### src/binary_bayes_filter_core_assert.svh
// ----------------------------------------------------------------------------
// binary bayes filter assertion macros
// shared property forms for the filter's concurrent checks
// ----------------------------------------------------------------------------
`ifndef BINARY_BAYES_FILTER_CORE_ASSERT_SVH
`define BINARY_BAYES_FILTER_CORE_ASSERT_SVH

// same-cycle implication, disabled during reset
`define BBF_ASSERT_NOW(label, clk, rst, ante, cons) \
  label: assert property (@(posedge clk) disable iff (rst) (ante) |-> (cons)) \
    else $error("bbf check failed");

// next-cycle implication, disabled during reset
`define BBF_ASSERT_NEXT(label, clk, rst, ante, cons) \
  label: assert property (@(posedge clk) disable iff (rst) (ante) |=> (cons)) \
    else $error("bbf check failed");

`endif

### src/bbf_pkg.sv
// ----------------------------------------------------------------------------
// bbf_pkg
// shared types and constants of the two-state bayes filter
// ----------------------------------------------------------------------------
package bbf_pkg;

  // q1.15 probability width and the value standing for one
  localparam int unsigned QW = 16;
  localparam logic [QW-1:0] Q_ONE = 16'h8000;
  localparam logic [QW-1:0] Q_HALF = 16'h4000;

  // serial divider runs one quotient bit per cycle
  localparam int unsigned DIV_STEPS = QW;
  localparam int unsigned CNT_W = $clog2(DIV_STEPS);

  // configuration register indexes
  typedef enum logic [2:0] {
    REG_SENS_OO = 3'd0,
    REG_SENS_OC = 3'd1,
    REG_PUSH_OO = 3'd2,
    REG_PUSH_OC = 3'd3,
    REG_IDLE_OO = 3'd4,
    REG_IDLE_OC = 3'd5
  } reg_index_t;

  // multiplier operations, issued in this order
  typedef enum logic [2:0] {
    OP_PO_A = 3'd0,  // p * open belief
    OP_PO_B = 3'd1,  // q * closed belief
    OP_PC_A = 3'd2,  // (1-p) * open belief
    OP_PC_B = 3'd3,  // (1-q) * closed belief
    OP_WO   = 3'd4,  // sensor open weight * predicted open
    OP_WC   = 3'd5   // sensor closed weight * predicted closed
  } mul_op_t;

  localparam int unsigned MUL_OPS = 6;

  typedef struct packed {
    logic [QW-1:0] sens_oo;
    logic [QW-1:0] sens_oc;
    logic [QW-1:0] push_oo;
    logic [QW-1:0] push_oc;
    logic [QW-1:0] idle_oo;
    logic [QW-1:0] idle_oc;
  } cfg_regs_t;

  // controller to datapath
  typedef struct packed {
    logic    load;
    logic    mul_go;
    mul_op_t mul_op;
    logic    norm_load;
    logic    div_init;
    logic    div_sel;     // 0 open weight, 1 closed weight
    logic    div_step;
    logic    div_store;
    logic    commit;
  } bbf_cmd_t;

  // datapath to controller
  typedef struct packed {
    logic norm_zero;
  } bbf_stat_t;

  typedef struct packed {
    logic [QW-1:0] predicted_open;
    logic [QW-1:0] predicted_closed;
    logic [QW-1:0] belief_open;
    logic [QW-1:0] belief_closed;
    logic          degenerate;
  } bbf_result_t;

endpackage

### src/bbf_ctrl.sv
// ----------------------------------------------------------------------------
// bbf_ctrl
// sequencer for the filter: multiply phase, normalise, two serial divides
// ----------------------------------------------------------------------------
module bbf_ctrl (
  input  logic               clk,
  input  logic               rst,
  input  logic               s_tvalid,
  output logic               s_tready,
  input  logic               out_free,
  input  bbf_pkg::bbf_stat_t stat,
  output bbf_pkg::bbf_cmd_t  cmd
);
  import bbf_pkg::*;

  typedef enum logic [8:0] {
    S_IDLE   = 9'b000000001,
    S_MUL    = 9'b000000010,
    S_DRAIN  = 9'b000000100,
    S_NORM   = 9'b000001000,
    S_INIT_O = 9'b000010000,
    S_DIV_O  = 9'b000100000,
    S_INIT_C = 9'b001000000,
    S_DIV_C  = 9'b010000000,
    S_DONE   = 9'b100000000
  } state_t;

  localparam logic [CNT_W-1:0] MUL_LAST = CNT_W'(MUL_OPS - 1);
  localparam logic [CNT_W-1:0] DIV_LAST = CNT_W'(DIV_STEPS - 1);

  state_t            state, state_next;
  logic [CNT_W-1:0]  cnt, cnt_next;

  // state and step counter
  always_ff @(posedge clk) begin
    if (rst) begin
      state <= S_IDLE;
      cnt   <= '0;
    end else begin
      state <= state_next;
      cnt   <= cnt_next;
    end
  end

  // next state and commands
  always_comb begin
    state_next = state;
    cnt_next   = cnt;
    cmd        = '0;
    cmd.mul_op = mul_op_t'(cnt[2:0]);
    unique case (state)
      S_IDLE: begin
        cnt_next = '0;
        if (s_tvalid) begin
          cmd.load   = 1'b1;
          state_next = S_MUL;
        end
      end
      S_MUL: begin
        cmd.mul_go = 1'b1;
        cnt_next   = cnt + 1'b1;
        if (cnt == MUL_LAST) begin
          cnt_next   = '0;
          state_next = S_DRAIN;
        end
      end
      // last product still being written back
      S_DRAIN: state_next = S_NORM;
      S_NORM: begin
        cmd.norm_load = 1'b1;
        state_next    = S_INIT_O;
      end
      S_INIT_O: begin
        cmd.div_init = 1'b1;
        cnt_next     = '0;
        state_next   = stat.norm_zero ? S_DONE : S_DIV_O;
      end
      S_DIV_O: begin
        cmd.div_step = 1'b1;
        cnt_next     = cnt + 1'b1;
        if (cnt == DIV_LAST) state_next = S_INIT_C;
      end
      S_INIT_C: begin
        cmd.div_store = 1'b1;
        cmd.div_init  = 1'b1;
        cmd.div_sel   = 1'b1;
        cnt_next      = '0;
        state_next    = S_DIV_C;
      end
      S_DIV_C: begin
        cmd.div_step = 1'b1;
        cmd.div_sel  = 1'b1;
        cnt_next     = cnt + 1'b1;
        if (cnt == DIV_LAST) state_next = S_DONE;
      end
      S_DONE: begin
        if (out_free) begin
          cmd.commit = 1'b1;
          state_next = S_IDLE;
        end
      end
      default: state_next = S_IDLE;
    endcase
  end

  assign s_tready = (state == S_IDLE);

endmodule

### src/bbf_dpath.sv
// ----------------------------------------------------------------------------
// bbf_dpath
// belief state, shared 16x16 multiplier and restoring divider
// ----------------------------------------------------------------------------
module bbf_dpath (
  input  logic                 clk,
  input  logic                 rst,
  input  bbf_pkg::cfg_regs_t   cfg,
  input  logic                 in_pushing,
  input  logic                 in_measured_open,
  input  bbf_pkg::bbf_cmd_t    cmd,
  output bbf_pkg::bbf_stat_t   stat,
  output bbf_pkg::bbf_result_t res
);
  import bbf_pkg::*;

  // saturate a sum of two q1.15 terms to one
  function automatic logic [QW-1:0] sat_one(input logic [QW:0] v);
    logic [QW-1:0] r;
    r = (v > {1'b0, Q_ONE}) ? Q_ONE : v[QW-1:0];
    return r;
  endfunction

  logic            pushing, measured_open;
  logic [QW-1:0]   bel_o, bel_c;
  logic [QW-1:0]   op_a, op_b;
  logic [2*QW-1:0] prod;
  mul_op_t         prod_op;
  logic            prod_vld;
  logic [QW-1:0]   prod_sh;
  logic [QW-1:0]   acc, pred_o, pred_c, wo, wc;
  logic [QW:0]     norm;
  logic [QW:0]     rem;
  logic            dbit;
  logic [QW-1:0]   quo, new_o;
  logic [QW-1:0]   p, q, so, sc, w_sel;
  logic [QW+1:0]   trial, trial_sub;
  logic            ge;

  // item capture
  always_ff @(posedge clk) begin
    if (cmd.load) begin
      pushing       <= in_pushing;
      measured_open <= in_measured_open;
    end
  end

  // transition column and sensor likelihood selection
  always_comb begin
    p  = pushing ? cfg.push_oo : cfg.idle_oo;
    q  = pushing ? cfg.push_oc : cfg.idle_oc;
    so = measured_open ? cfg.sens_oo : Q_ONE - cfg.sens_oo;
    sc = measured_open ? cfg.sens_oc : Q_ONE - cfg.sens_oc;
  end

  // multiplier operand mux
  always_comb begin
    case (cmd.mul_op)
      OP_PO_A: begin op_a = p;         op_b = bel_o;  end
      OP_PO_B: begin op_a = q;         op_b = bel_c;  end
      OP_PC_A: begin op_a = Q_ONE - p; op_b = bel_o;  end
      OP_PC_B: begin op_a = Q_ONE - q; op_b = bel_c;  end
      OP_WO:   begin op_a = so;        op_b = pred_o; end
      OP_WC:   begin op_a = sc;        op_b = pred_c; end
      default: begin op_a = '0;        op_b = '0;     end
    endcase
  end

  // registered product with its operation tag
  always_ff @(posedge clk) begin
    prod    <= op_a * op_b;
    prod_op <= cmd.mul_op;
    if (rst) prod_vld <= 1'b0;
    else     prod_vld <= cmd.mul_go;
  end

  assign prod_sh = prod[2*QW-2:QW-1];

  // product write-back
  always_ff @(posedge clk) begin
    if (prod_vld) begin
      case (prod_op)
        OP_PO_A: acc    <= prod_sh;
        OP_PO_B: pred_o <= sat_one({1'b0, acc} + {1'b0, prod_sh});
        OP_PC_A: acc    <= prod_sh;
        OP_PC_B: pred_c <= sat_one({1'b0, acc} + {1'b0, prod_sh});
        OP_WO:   wo     <= prod_sh;
        OP_WC:   wc     <= prod_sh;
        default: acc    <= acc;
      endcase
    end
  end

  // restoring divide of w*2^15 by norm, one quotient bit per cycle
  assign w_sel     = cmd.div_sel ? wc : wo;
  assign trial     = {rem, dbit};
  assign ge        = (trial >= {1'b0, norm});
  assign trial_sub = trial - {1'b0, norm};

  always_ff @(posedge clk) begin
    if (cmd.norm_load) norm <= {1'b0, wo} + {1'b0, wc};
    if (cmd.div_store) new_o <= quo;
    if (cmd.div_init) begin
      rem  <= {2'b00, w_sel[QW-1:1]};
      dbit <= w_sel[0];
      quo  <= '0;
    end else if (cmd.div_step) begin
      rem  <= ge ? trial_sub[QW:0] : trial[QW:0];
      dbit <= 1'b0;
      quo  <= {quo[QW-2:0], ge};
    end
  end

  assign stat.norm_zero = (norm == '0);

  // belief state, kept when the normaliser is zero
  always_ff @(posedge clk) begin
    if (rst) begin
      bel_o <= Q_HALF;
      bel_c <= Q_HALF;
    end else if (cmd.commit && !stat.norm_zero) begin
      bel_o <= new_o;
      bel_c <= quo;
    end
  end

  // result word
  always_comb begin
    res.predicted_open   = pred_o;
    res.predicted_closed = pred_c;
    res.belief_open      = stat.norm_zero ? bel_o : new_o;
    res.belief_closed    = stat.norm_zero ? bel_c : quo;
    res.degenerate       = stat.norm_zero;
  end

endmodule

### src/binary_bayes_filter_core.sv
// ----------------------------------------------------------------------------
// binary_bayes_filter_core
// two-state (open / closed) discrete bayes filter with q1.15 arithmetic
// ----------------------------------------------------------------------------
// Each input word carries a control bit and a binary measurement; one result
// word follows with the predicted and corrected beliefs and a degenerate flag.
// An item occupies the core from the cycle in which it is accepted until its
// result is registered: six operations through a single registered 16x16
// multiplier, then two 16-step restoring divides that share one subtractor,
// both divides skipped when the normaliser is zero.
// A new word is accepted once the result is registered, even if it has not
// yet been taken downstream. Configuration writes take effect at once and are
// meant for idle periods; values above one saturate to one.
`include "binary_bayes_filter_core_assert.svh"

module binary_bayes_filter_core (
  input  logic        clk,
  input  logic        rst,
  // input stream
  input  logic        s_tvalid,
  output logic        s_tready,
  input  logic [7:0]  s_tdata,   // [0] pushing, [1] measured_open, rest zero
  // result stream
  output logic        m_tvalid,
  input  logic        m_tready,
  output logic [63:0] m_tdata,   // [15:0] predicted_open, [31:16] predicted_closed,
                                 // [47:32] belief_open, [63:48] belief_closed
  output logic        m_tuser,   // [0] degenerate
  // configuration writes
  input  logic        cfg_valid,
  output logic        cfg_ready,
  input  logic [2:0]  cfg_index,
  input  logic [15:0] cfg_data
);
  import bbf_pkg::*;

  cfg_regs_t   cfg;
  bbf_cmd_t    cmd;
  bbf_stat_t   stat;
  bbf_result_t res;
  logic        out_free;
  logic [15:0] cfg_sat;
  logic [16:0] out_sum;
  logic        cfg_ok;

  // configuration registers, clamped to one on write
  assign cfg_ready = 1'b1;
  assign cfg_sat   = (cfg_data > Q_ONE) ? Q_ONE : cfg_data;

  always_ff @(posedge clk) begin
    if (rst) begin
      cfg.sens_oo <= 16'd19661;
      cfg.sens_oc <= 16'd6554;
      cfg.push_oo <= Q_ONE;
      cfg.push_oc <= 16'd26214;
      cfg.idle_oo <= Q_ONE;
      cfg.idle_oc <= '0;
    end else if (cfg_valid && cfg_ready) begin
      unique case (cfg_index)
        REG_SENS_OO: cfg.sens_oo <= cfg_sat;
        REG_SENS_OC: cfg.sens_oc <= cfg_sat;
        REG_PUSH_OO: cfg.push_oo <= cfg_sat;
        REG_PUSH_OC: cfg.push_oc <= cfg_sat;
        REG_IDLE_OO: cfg.idle_oo <= cfg_sat;
        REG_IDLE_OC: cfg.idle_oc <= cfg_sat;
        default: ;
      endcase
    end
  end

  bbf_ctrl u_ctrl (
    .clk      (clk),
    .rst      (rst),
    .s_tvalid (s_tvalid),
    .s_tready (s_tready),
    .out_free (out_free),
    .stat     (stat),
    .cmd      (cmd)
  );

  bbf_dpath u_dpath (
    .clk              (clk),
    .rst              (rst),
    .cfg              (cfg),
    .in_pushing       (s_tdata[0]),
    .in_measured_open (s_tdata[1]),
    .cmd              (cmd),
    .stat             (stat),
    .res              (res)
  );

  // result register
  assign out_free = !m_tvalid || m_tready;

  always_ff @(posedge clk) begin
    if (rst) begin
      m_tvalid <= 1'b0;
    end else if (cmd.commit) begin
      m_tvalid <= 1'b1;
    end else if (m_tready) begin
      m_tvalid <= 1'b0;
    end
  end

  always_ff @(posedge clk) begin
    if (cmd.commit) begin
      m_tdata <= {res.belief_closed, res.belief_open,
                  res.predicted_closed, res.predicted_open};
      m_tuser <= res.degenerate;
    end
  end

  // checks
  assign out_sum = {1'b0, m_tdata[47:32]} + {1'b0, m_tdata[63:48]};
  assign cfg_ok  = (cfg.sens_oo <= Q_ONE) && (cfg.sens_oc <= Q_ONE) &&
                   (cfg.push_oo <= Q_ONE) && (cfg.push_oc <= Q_ONE) &&
                   (cfg.idle_oo <= Q_ONE) && (cfg.idle_oc <= Q_ONE);

  `BBF_ASSERT_NEXT(a_busy_after_accept, clk, rst, s_tvalid && s_tready, !s_tready)
  `BBF_ASSERT_NOW(a_commit_when_free, clk, rst, cmd.commit, out_free)
  `BBF_ASSERT_NOW(a_beliefs_sum_le_one, clk, rst, m_tvalid && !m_tuser, out_sum <= 17'd32768)
  `BBF_ASSERT_NOW(a_cfg_at_most_one, clk, rst, 1'b1, cfg_ok)

endmodule
### config.mk
export PLATFORM = sky130hd
export DESIGN_NAME = binary_bayes_filter_core
export DESIGN_NICKNAME = d
export VERILOG_FILES = /design/src/bbf_pkg.sv /design/src/bbf_ctrl.sv /design/src/bbf_dpath.sv /design/src/binary_bayes_filter_core.sv
export VERILOG_INCLUDE_DIRS = /design/src /design/src/src
export SDC_FILE = /design/constraint.sdc
export NUM_CORES = 1
export LEC_CHECK = 0
export BUFFER_PORTS_ARGS = -buffer_cell sky130_fd_sc_hd__buf_2
export CAP_MARGIN = 0
export CORE_MARGIN = 2
export CORE_UTILIZATION = 64
export CTS_CLUSTER_DIAMETER = 200
export DETAILED_ROUTE_END_ITERATION = 10
export GPL_ROUTABILITY_DRIVEN = 0
export MAX_ROUTING_LAYER = met4
export PLACE_DENSITY = 0.9
export SETUP_SLACK_MARGIN = 0.4
export SLEW_MARGIN = 20
export SYNTH_ARGS = -nofsm -noshare
export SYNTH_HDL_FRONTEND = slang
export SYNTH_SLANG_ARGS = --single-unit
### constraint.sdc
create_clock -name clk -period 8.9 [get_ports clk]
set_input_delay 0.89 -clock clk [delete_from_list [all_inputs] [get_ports clk]]
set_output_delay 0.89 -clock clk [all_outputs]
set_load 0.05 [all_outputs]
==> results of run 1 <==
metrics by stage:
step	setup WS (ns)	cells
3_5_place_dp	0.2415	3222
5_1_grt	0.3076	3301
4_1_cts	0.4541	3291
2_1_floorplan	0.9033	2652
3_3_place_gp	0.5097	3222
6_report	0.4987	3301
cell usage in the layout, fill, tap and decap left out, drive strengths merged, types with 7 or more instances in the layout:
master	Yosys	routed
nor4	25	25
a221oi	9	9
nor3	45	45
ha	154	154
a21oi	189	189
nand4	7	7
xnor2	63	63
nand3	19	19
or3	18	18
o31ai	7	7
nor3b	8	8
fa	195	195
and2	22	22
and3	21	21
clkinv	1	11
a31oi	8	8
nor2	273	273
or2	14	14
mux2	34	34
nand2b	44	44
xor2	29	29
a22o	25	25
mux4	15	15
a211oi	9	9
a211o	24	24
o22ai	18	18
inv	298	301
o21ai	35	35
nor2b	41	41
a21boi	7	7
a21o	13	13
mux2i	81	81
nand2	325	325
a222oi	8	8
clkbuf	86	54
dfxtp	180	180
o21a	11	11
edfxtp	196	196
buf	22	161
worst min path at each step:
| stage | start | end | slack [ns] | depth (start not counted) |
|---|---|---|---|---|
| 6_report | u_ctrl.cnt[0]$_SDFFE_PP0P_ | u_dpath.prod_op[0]$_DFF_P_ | 0.41 | 0 |
| 5_1_grt | u_ctrl.cnt[0]$_SDFFE_PP0P_ | u_dpath.prod_op[0]$_DFF_P_ | 0.42 | 0 |
| 4_1_cts | u_ctrl.cnt[0]$_SDFFE_PP0P_ | u_dpath.prod_op[0]$_DFF_P_ | 0.45 | 0 |
| 3_5_place_dp | u_dpath.pred_c[13]$_DFFE_PP_ | m_tdata[29]$_DFFE_PP_ | 0.44 | 0 |
| 3_3_place_gp | u_ctrl.cnt[0]$_SDFFE_PP0P_ | u_dpath.prod_op[0]$_DFF_P_ | 0.43 | 0 |
| 2_1_floorplan | u_ctrl.cnt[2]$_SDFFE_PP0P_ | u_dpath.prod_op[2]$_DFF_P_ | 0.34 | 0 |
layer usage:
metal,part of all wire,global-route usage,wire [um]
met5,0,-,0
met4,0.088,0.2626,6521
met3,0.11,0.09439,8461
met2,0.46,0.5796,34390
met1,0.34,0.4044,25130
cells by family after synthesis:
family                     after synthesis  share of synthesized area
AOI/OAI and AO/OA                      412                     0.1050
xor gates and xnor gates                92                    0.03093
adders and majority gates              349                     0.2238
buffers and inverters                  407                    0.06046
DFF                                    376                     0.3642
muxes                                  130                    0.05878
other                                    1                  0.0001439
and+or+nand+nor                        885                     0.1567
layout make-up:
cell class	instances	share of cell area
clock buffers	52	0.03817
flip-flops and latches	376	0.3308
repair buffers	163	0.03747
inverters	299	0.03913
well taps	525	0.02290
clock inverters	16	0.004275
multi-input cells	1869	0.5271
diodes	1	0.00008724
flip-flops by register name (all words and copies together) (netlist names), 3 cells and up:
register,count
u_ctrl.cnt,4
u_dpath.prod,16
u_dpath.quo,16
u_dpath.wo,16
u_dpath.wc,16
u_dpath.acc,16
m_tdata,64
u_dpath.bel_c,16
u_dpath.pred_o,16
u_dpath.prod_op,3
u_dpath.norm,17
u_dpath.pred_c,16
u_ctrl.state,9
cfg,96
u_dpath.bel_o,16
u_dpath.rem,17
u_dpath.new_o,16
power breakdown:
group | switching, mW | total [mW] | internal (mW)
Sequential | 0.0354 | 1.89 | 1.86
Clock | 0.697 | 1.59 | 0.896
Combinational | 0.378 | 0.577 | 0.199
repair_timing:
action	in CTS	in global routing
cloned	0	2
hold endpoints to repair	0	0
gates resized for setup	3	14
setup buffers	1	6
endpoints found under the setup margin	7	11
pin swaps	1	9
==> results.sh, run 1 <==
export IMPL_outcome="finished, final reports clean"
export IMPL_path_depth=28
export IMPL_synth_warnings=0
export IMPL_ys_flop_type="edfxtp_1"
export IMPL_synth_area_um2=26050
export IMPL_ant_nets=0
export IMPL_grt_start_max_net_pins=113
export IMPL_drive_gt1_frac=0.1186
export IMPL_timing_rr_start="u_ctrl.cnt[1]$_SDFFE_PP0P_"
export IMPL_setup_worst_path_class="reg2reg"
export IMPL_drv_slew=0
export IMPL_nFillCells=2502
export IMPL_ioPinCount=100
export IMPL_path_buf_inv=6
export IMPL_cts_sinks=376
export IMPL_setup_tns_ns=0
export IMPL_yosysMostFrequentCell="nand2_1"
export IMPL_synth_top_cells_by_area="edfxtp_1, fa_1, dfxtp_1, ha_1, nand2_1"
export IMPL_die_w_um=205.8
export IMPL_synth_area_leader_cell="edfxtp_1"
export IMPL_total_power_mw=4.062
export IMPL_reg2reg_slack_ns=0.50
export IMPL_grt_overflow=0
export IMPL_fin_crit_sh=0.9440
export IMPL_multi_input_area_um2=15120
export IMPL_synthCells=2652
export IMPL_die_h_um=205.8
export IMPL_p_leak_nw=12.00
export IMPL_cts_hold_buf=0
export IMPL_cts_root_buf="clkbuf_16"
export IMPL_grt_use_total=0.3668
export IMPL_die_area_um2=42340
export IMPL_portBuffers=92
export IMPL_final_cell_area_um2=28690
export IMPL_hold_ws_ns=0.4098
export IMPL_syn_nets=3033
export IMPL_insertion_delay_ns=0.58
export IMPL_cts_made_buffers=38
export IMPL_viasPerCell=6.481
export IMPL_first_global_vias=21930
export IMPL_drcViolationCount=0
export IMPL_avgSynthCellArea_um2=9.824
export IMPL_drtPass1Iterations=10
export IMPL_critPathRequiredTime_ns=9.35
export IMPL_cap_violations=0
export IMPL_clockBufferDepth=3
export IMPL_p_per_area_nw_per_um2=141.6
export IMPL_core_area_um2=39910
export IMPL_wl_mm=74.50
export IMPL_clk_pin_slew_worst_paths_ns=0.07
export IMPL_async_flop_share=0
export IMPL_crit_top_cell="fa_1"
export IMPL_cp_max_fo=20
export IMPL_fin_util=0.7187
export IMPL_arrival_ns=8.85
export IMPL_hold_viol_final=0
export IMPL_antenna_found_initial=1
export IMPL_irDropWorstVdd_mv=0.1512
export IMPL_cp_endpoint="u_dpath.prod[30]$_DFF_P_"
export IMPL_ys_seq_elements=376
export IMPL_slew_headroom=0.2682
export IMPL_skew_ns=0.02754
export IMPL_rows=73
export IMPL_start_util=0.6527
export IMPL_hp_class="reg2reg"
export IMPL_cts_tree="built"
export IMPL_setup_viol=0
export IMPL_synth_edff_count=196
export IMPL_synth_common_cells="nand2_1, inv_1, nor2_1, edfxtp_1, fa_1"
export IMPL_vias=21390
export IMPL_crit_start="u_ctrl.cnt[1]$_SDFFE_PP0P_"
export IMPL_hpwl_mm=53.99
export IMPL_ys_types=90
export IMPL_r2r_end="u_dpath.prod[30]$_DFF_P_"
export IMPL_max_freq_mhz=119.0
export IMPL_slowest_delay_ns=0.84
export IMPL_dr_first_iter_drc_count=2647
export IMPL_syn_to_final_growth_pct=10.10
export IMPL_r2r_cells=28
export IMPL_synth_seq_area_share=0.3642
export IMPL_cts_htree_levels=2
export IMPL_register_area_um2=9490
export IMPL_grt_pass1_wl_mm=115.1
export IMPL_slowest_stage="a222oi_1"
export IMPL_rsz0062_at_grt="true"
export IMPL_path_delay_family="adder cells"
export IMPL_cp_start_kind="flop"
export IMPL_worst_pin_slew_ns=1.083
export IMPL_final_nets=3128
export IMPL_placed_area_um2=27260
export IMPL_fin_crit_ns=8.401
export IMPL_post_drt_wl_per_cell_um=22.57
export IMPL_synth_top_area_share=0.2259
export IMPL_worst_setup_path_end_kind="flop"
(Power assumes the default switching activity.)
==> run 2: changes to the inputs <==
--- a/config.mk
+++ b/config.mk
@@ -9,11 +9,11 @@
 export BUFFER_PORTS_ARGS = -buffer_cell sky130_fd_sc_hd__buf_2
 export CAP_MARGIN = 0
 export CORE_MARGIN = 2
-export CORE_UTILIZATION = 64
+export CORE_UTILIZATION = 65
+export CTS_BUF_LIST = sky130_fd_sc_hd__clkbuf_8
 export CTS_CLUSTER_DIAMETER = 200
 export DETAILED_ROUTE_END_ITERATION = 10
 export GPL_ROUTABILITY_DRIVEN = 0
-export MAX_ROUTING_LAYER = met4
 export PLACE_DENSITY = 0.9
 export SETUP_SLACK_MARGIN = 0.4
 export SLEW_MARGIN = 20
==> run 2 against run 1 <==
Sequential power barely moved. Wire length fell by 1.9%. Cell area rose by 0.27%. Largest cell class unchanged.
==> results.sh, run 2 (synthesis gave the netlist of run 1 again) <==
export IMPL_cts_hold_buf=0
export IMPL_drv_slew=0
export IMPL_pwr_share_comb=0.146
export IMPL_grt_use_total=0.3501
export IMPL_p_int_mw=2.861
export IMPL_wl_mm=73.09
export IMPL_grt_pass1_wl_mm=113.2
export IMPL_crit_top_cell="fa_1"
export IMPL_cts_made_buffers=59
export IMPL_first_global_vias=21830
export IMPL_drtPass1Iterations=11
export IMPL_clock_power_share=0.379
export IMPL_drive_gt1_frac=0.1301
export IMPL_hp_class="in2reg"
export IMPL_portBuffers=92
export IMPL_rows=73
export IMPL_setup_worst_path_class="reg2reg"
export IMPL_cts_sinks=376
export IMPL_total_power_mw=3.991
export IMPL_skew_ns=0.02828
export IMPL_p_leak_nw=12.16
export IMPL_cap_violations=0
export IMPL_final_nets=3154
export IMPL_vias=21470
export IMPL_ant_nets=0
export IMPL_drcViolationCount=0
export IMPL_rsz0062_at_grt="false"
export IMPL_die_w_um=204.2
export IMPL_arrival_ns=8.98
export IMPL_fin_util=0.7256
export IMPL_seq_power_share=0.475
export IMPL_layout_common_cells="nand2_1, inv_1, nor2_1"
export IMPL_cts_tree="built"
export IMPL_switching_share=0.2833
export IMPL_die_h_um=204.2
export IMPL_cts_htree_levels=2
export IMPL_fin_crit_sh=0.9417
export IMPL_diodes=0
export IMPL_antenna_found_initial=0
export IMPL_grt_overflow=0
export IMPL_critPathRequiredTime_ns=9.50
export IMPL_fin_crit_ns=8.381
export IMPL_slowest_delay_ns=0.70
export IMPL_worst_pin_slew_ns=1.140
export IMPL_top_register="cfg"
export IMPL_setup_viol=0
export IMPL_cp_max_fo=14
export IMPL_clk_pin_slew_worst_paths_ns=0.06
export IMPL_setup_tns_ns=0
export IMPL_grt_start_max_net_pins=97
export IMPL_largest_register_ffs=96
export IMPL_cts_root_buf="clkbuf_8"
export IMPL_largestRegisters="cfg: 96 flops, m_tdata: 64 flops"
export IMPL_cp_start_kind="flop"
export IMPL_clockBufferDepth=3
export IMPL_final_common_cell="nand2_1"
export IMPL_nFillCells=2539
export IMPL_hpwl_mm=53.09
export IMPL_die_area_um2=41700
export IMPL_syn_to_final_growth_pct=10.40
export IMPL_irDropWorstVdd_mv=0.1552
export IMPL_worst_setup_path_end_kind="flop"
export IMPL_p_per_area_nw_per_um2=138.8
export IMPL_insertion_delay_ns=0.69
export IMPL_post_drt_wl_per_cell_um=21.84
export IMPL_viasPerCell=6.415
export IMPL_slew_headroom=0.2377
export IMPL_start_util=0.6573
export IMPL_hold_viol_final=0
export IMPL_outcome="finished, final reports clean"
export IMPL_slowest_stage="a21oi_1"
export IMPL_dr_first_iter_drc_count=2852
export IMPL_ioPinCount=100
export IMPL_core_area_um2=39640
export IMPL_p_sw_mw=1.131
export IMPL_max_freq_mhz=119.3
==> run 2: cell types whose count changed in the layout (fill, tap and decap cells not counted), sizes merged <==
cell      change
buf           +6
clkbuf       +23
clkinv        -5
clkinvlp      -1
diode         -1
inv          +23
==> run 2: final cells by class <==
type / instances / area (um2) / area share
clock buffer: 76 / 1046 / 0.03637
clock inverter: 33 / 188.9 / 0.006568
inverter: 299 / 1122 / 0.03902
multi-input combinational: 1869 / 15170 / 0.5273
sequential: 376 / 9493 / 0.3300
tap: 525 / 656.9 / 0.02284
timing repair buffer: 168 / 1091 / 0.03793
==> run 2: timing repair <==
action                                  4_1_cts  5_1_grt
endpoints found under the setup margin       10       14
gates cloned                                  0        1
pin swaps                                     1        9
buffers inserted                              2       13
gates resized for setup                       5       26
==> run 2: power groups by stage <==
stage	Clock, mW	Sequential, mW	Combinational, mW
floorplan	0	1.91	0.378
global placement	0	1.93	0.514
finish	1.51	1.90	0.584
global route	1.59	1.90	0.615
CTS	1.52	1.89	0.542
detailed placement	0	1.93	0.534
==> run 2: worst max-delay path: cells and delay by family, from the launching register on <==
kind / cells / cell delay (ns)
fa+ha+maj: 8 / 3.74
compound gates: 8 / 2.37
xor+xnor: 1 / 0.13
buf+inv: 7 / 0.97
flops: 1 / 0.33
simple gates: 4 / 0.74
==> run 2: per-layer routing <==
metal  vias to the layer above  global-route usage  wire, um
met5                         -                   0         0
met4                         0              0.2412      5997
met3                       457             0.08068      8323
met2                      1597              0.5776     33910
met1                     10150              0.4065     24870
li1                       9265                   -         -
==> run 2: worst paths after layout <==
path | from | slack [ns] | cells after the start | endpoint
worst max-delay path | u_ctrl.cnt[1]$_SDFFE_PP0P_ | 0.52 | 28 | u_dpath.prod[21]$_DFF_P_
worst min-delay path | s_tdata[0] | 0.41 | 1 | u_dpath.pushing$_DFFE_PP_
worst max register to register | u_ctrl.cnt[1]$_SDFFE_PP0P_ | 0.52 | 28 | u_dpath.prod[21]$_DFF_P_
worst min register to register | u_ctrl.cnt[0]$_SDFFE_PP0P_ | 0.43 | 0 | u_dpath.prod_op[0]$_DFF_P_
==> run 2: stage by stage <==
stage | instances | setup slack, ns | hold slack (ns) | cell area, um2
6_report | 3346 | 0.5191 | 0.4131 | 28760
5_1_grt | 3346 | 0.3254 | 0.3904 | 28760
4_1_cts | 3332 | 0.4178 | 0.3817 | 28530
3_5_place_dp | 3221 | 0.1613 | 0.4392 | 27250
3_3_place_gp | 3221 | 0.5032 | 0.4305 | 27250
2_1_floorplan | 2652 | 0.9033 | 0.3380 | 26050
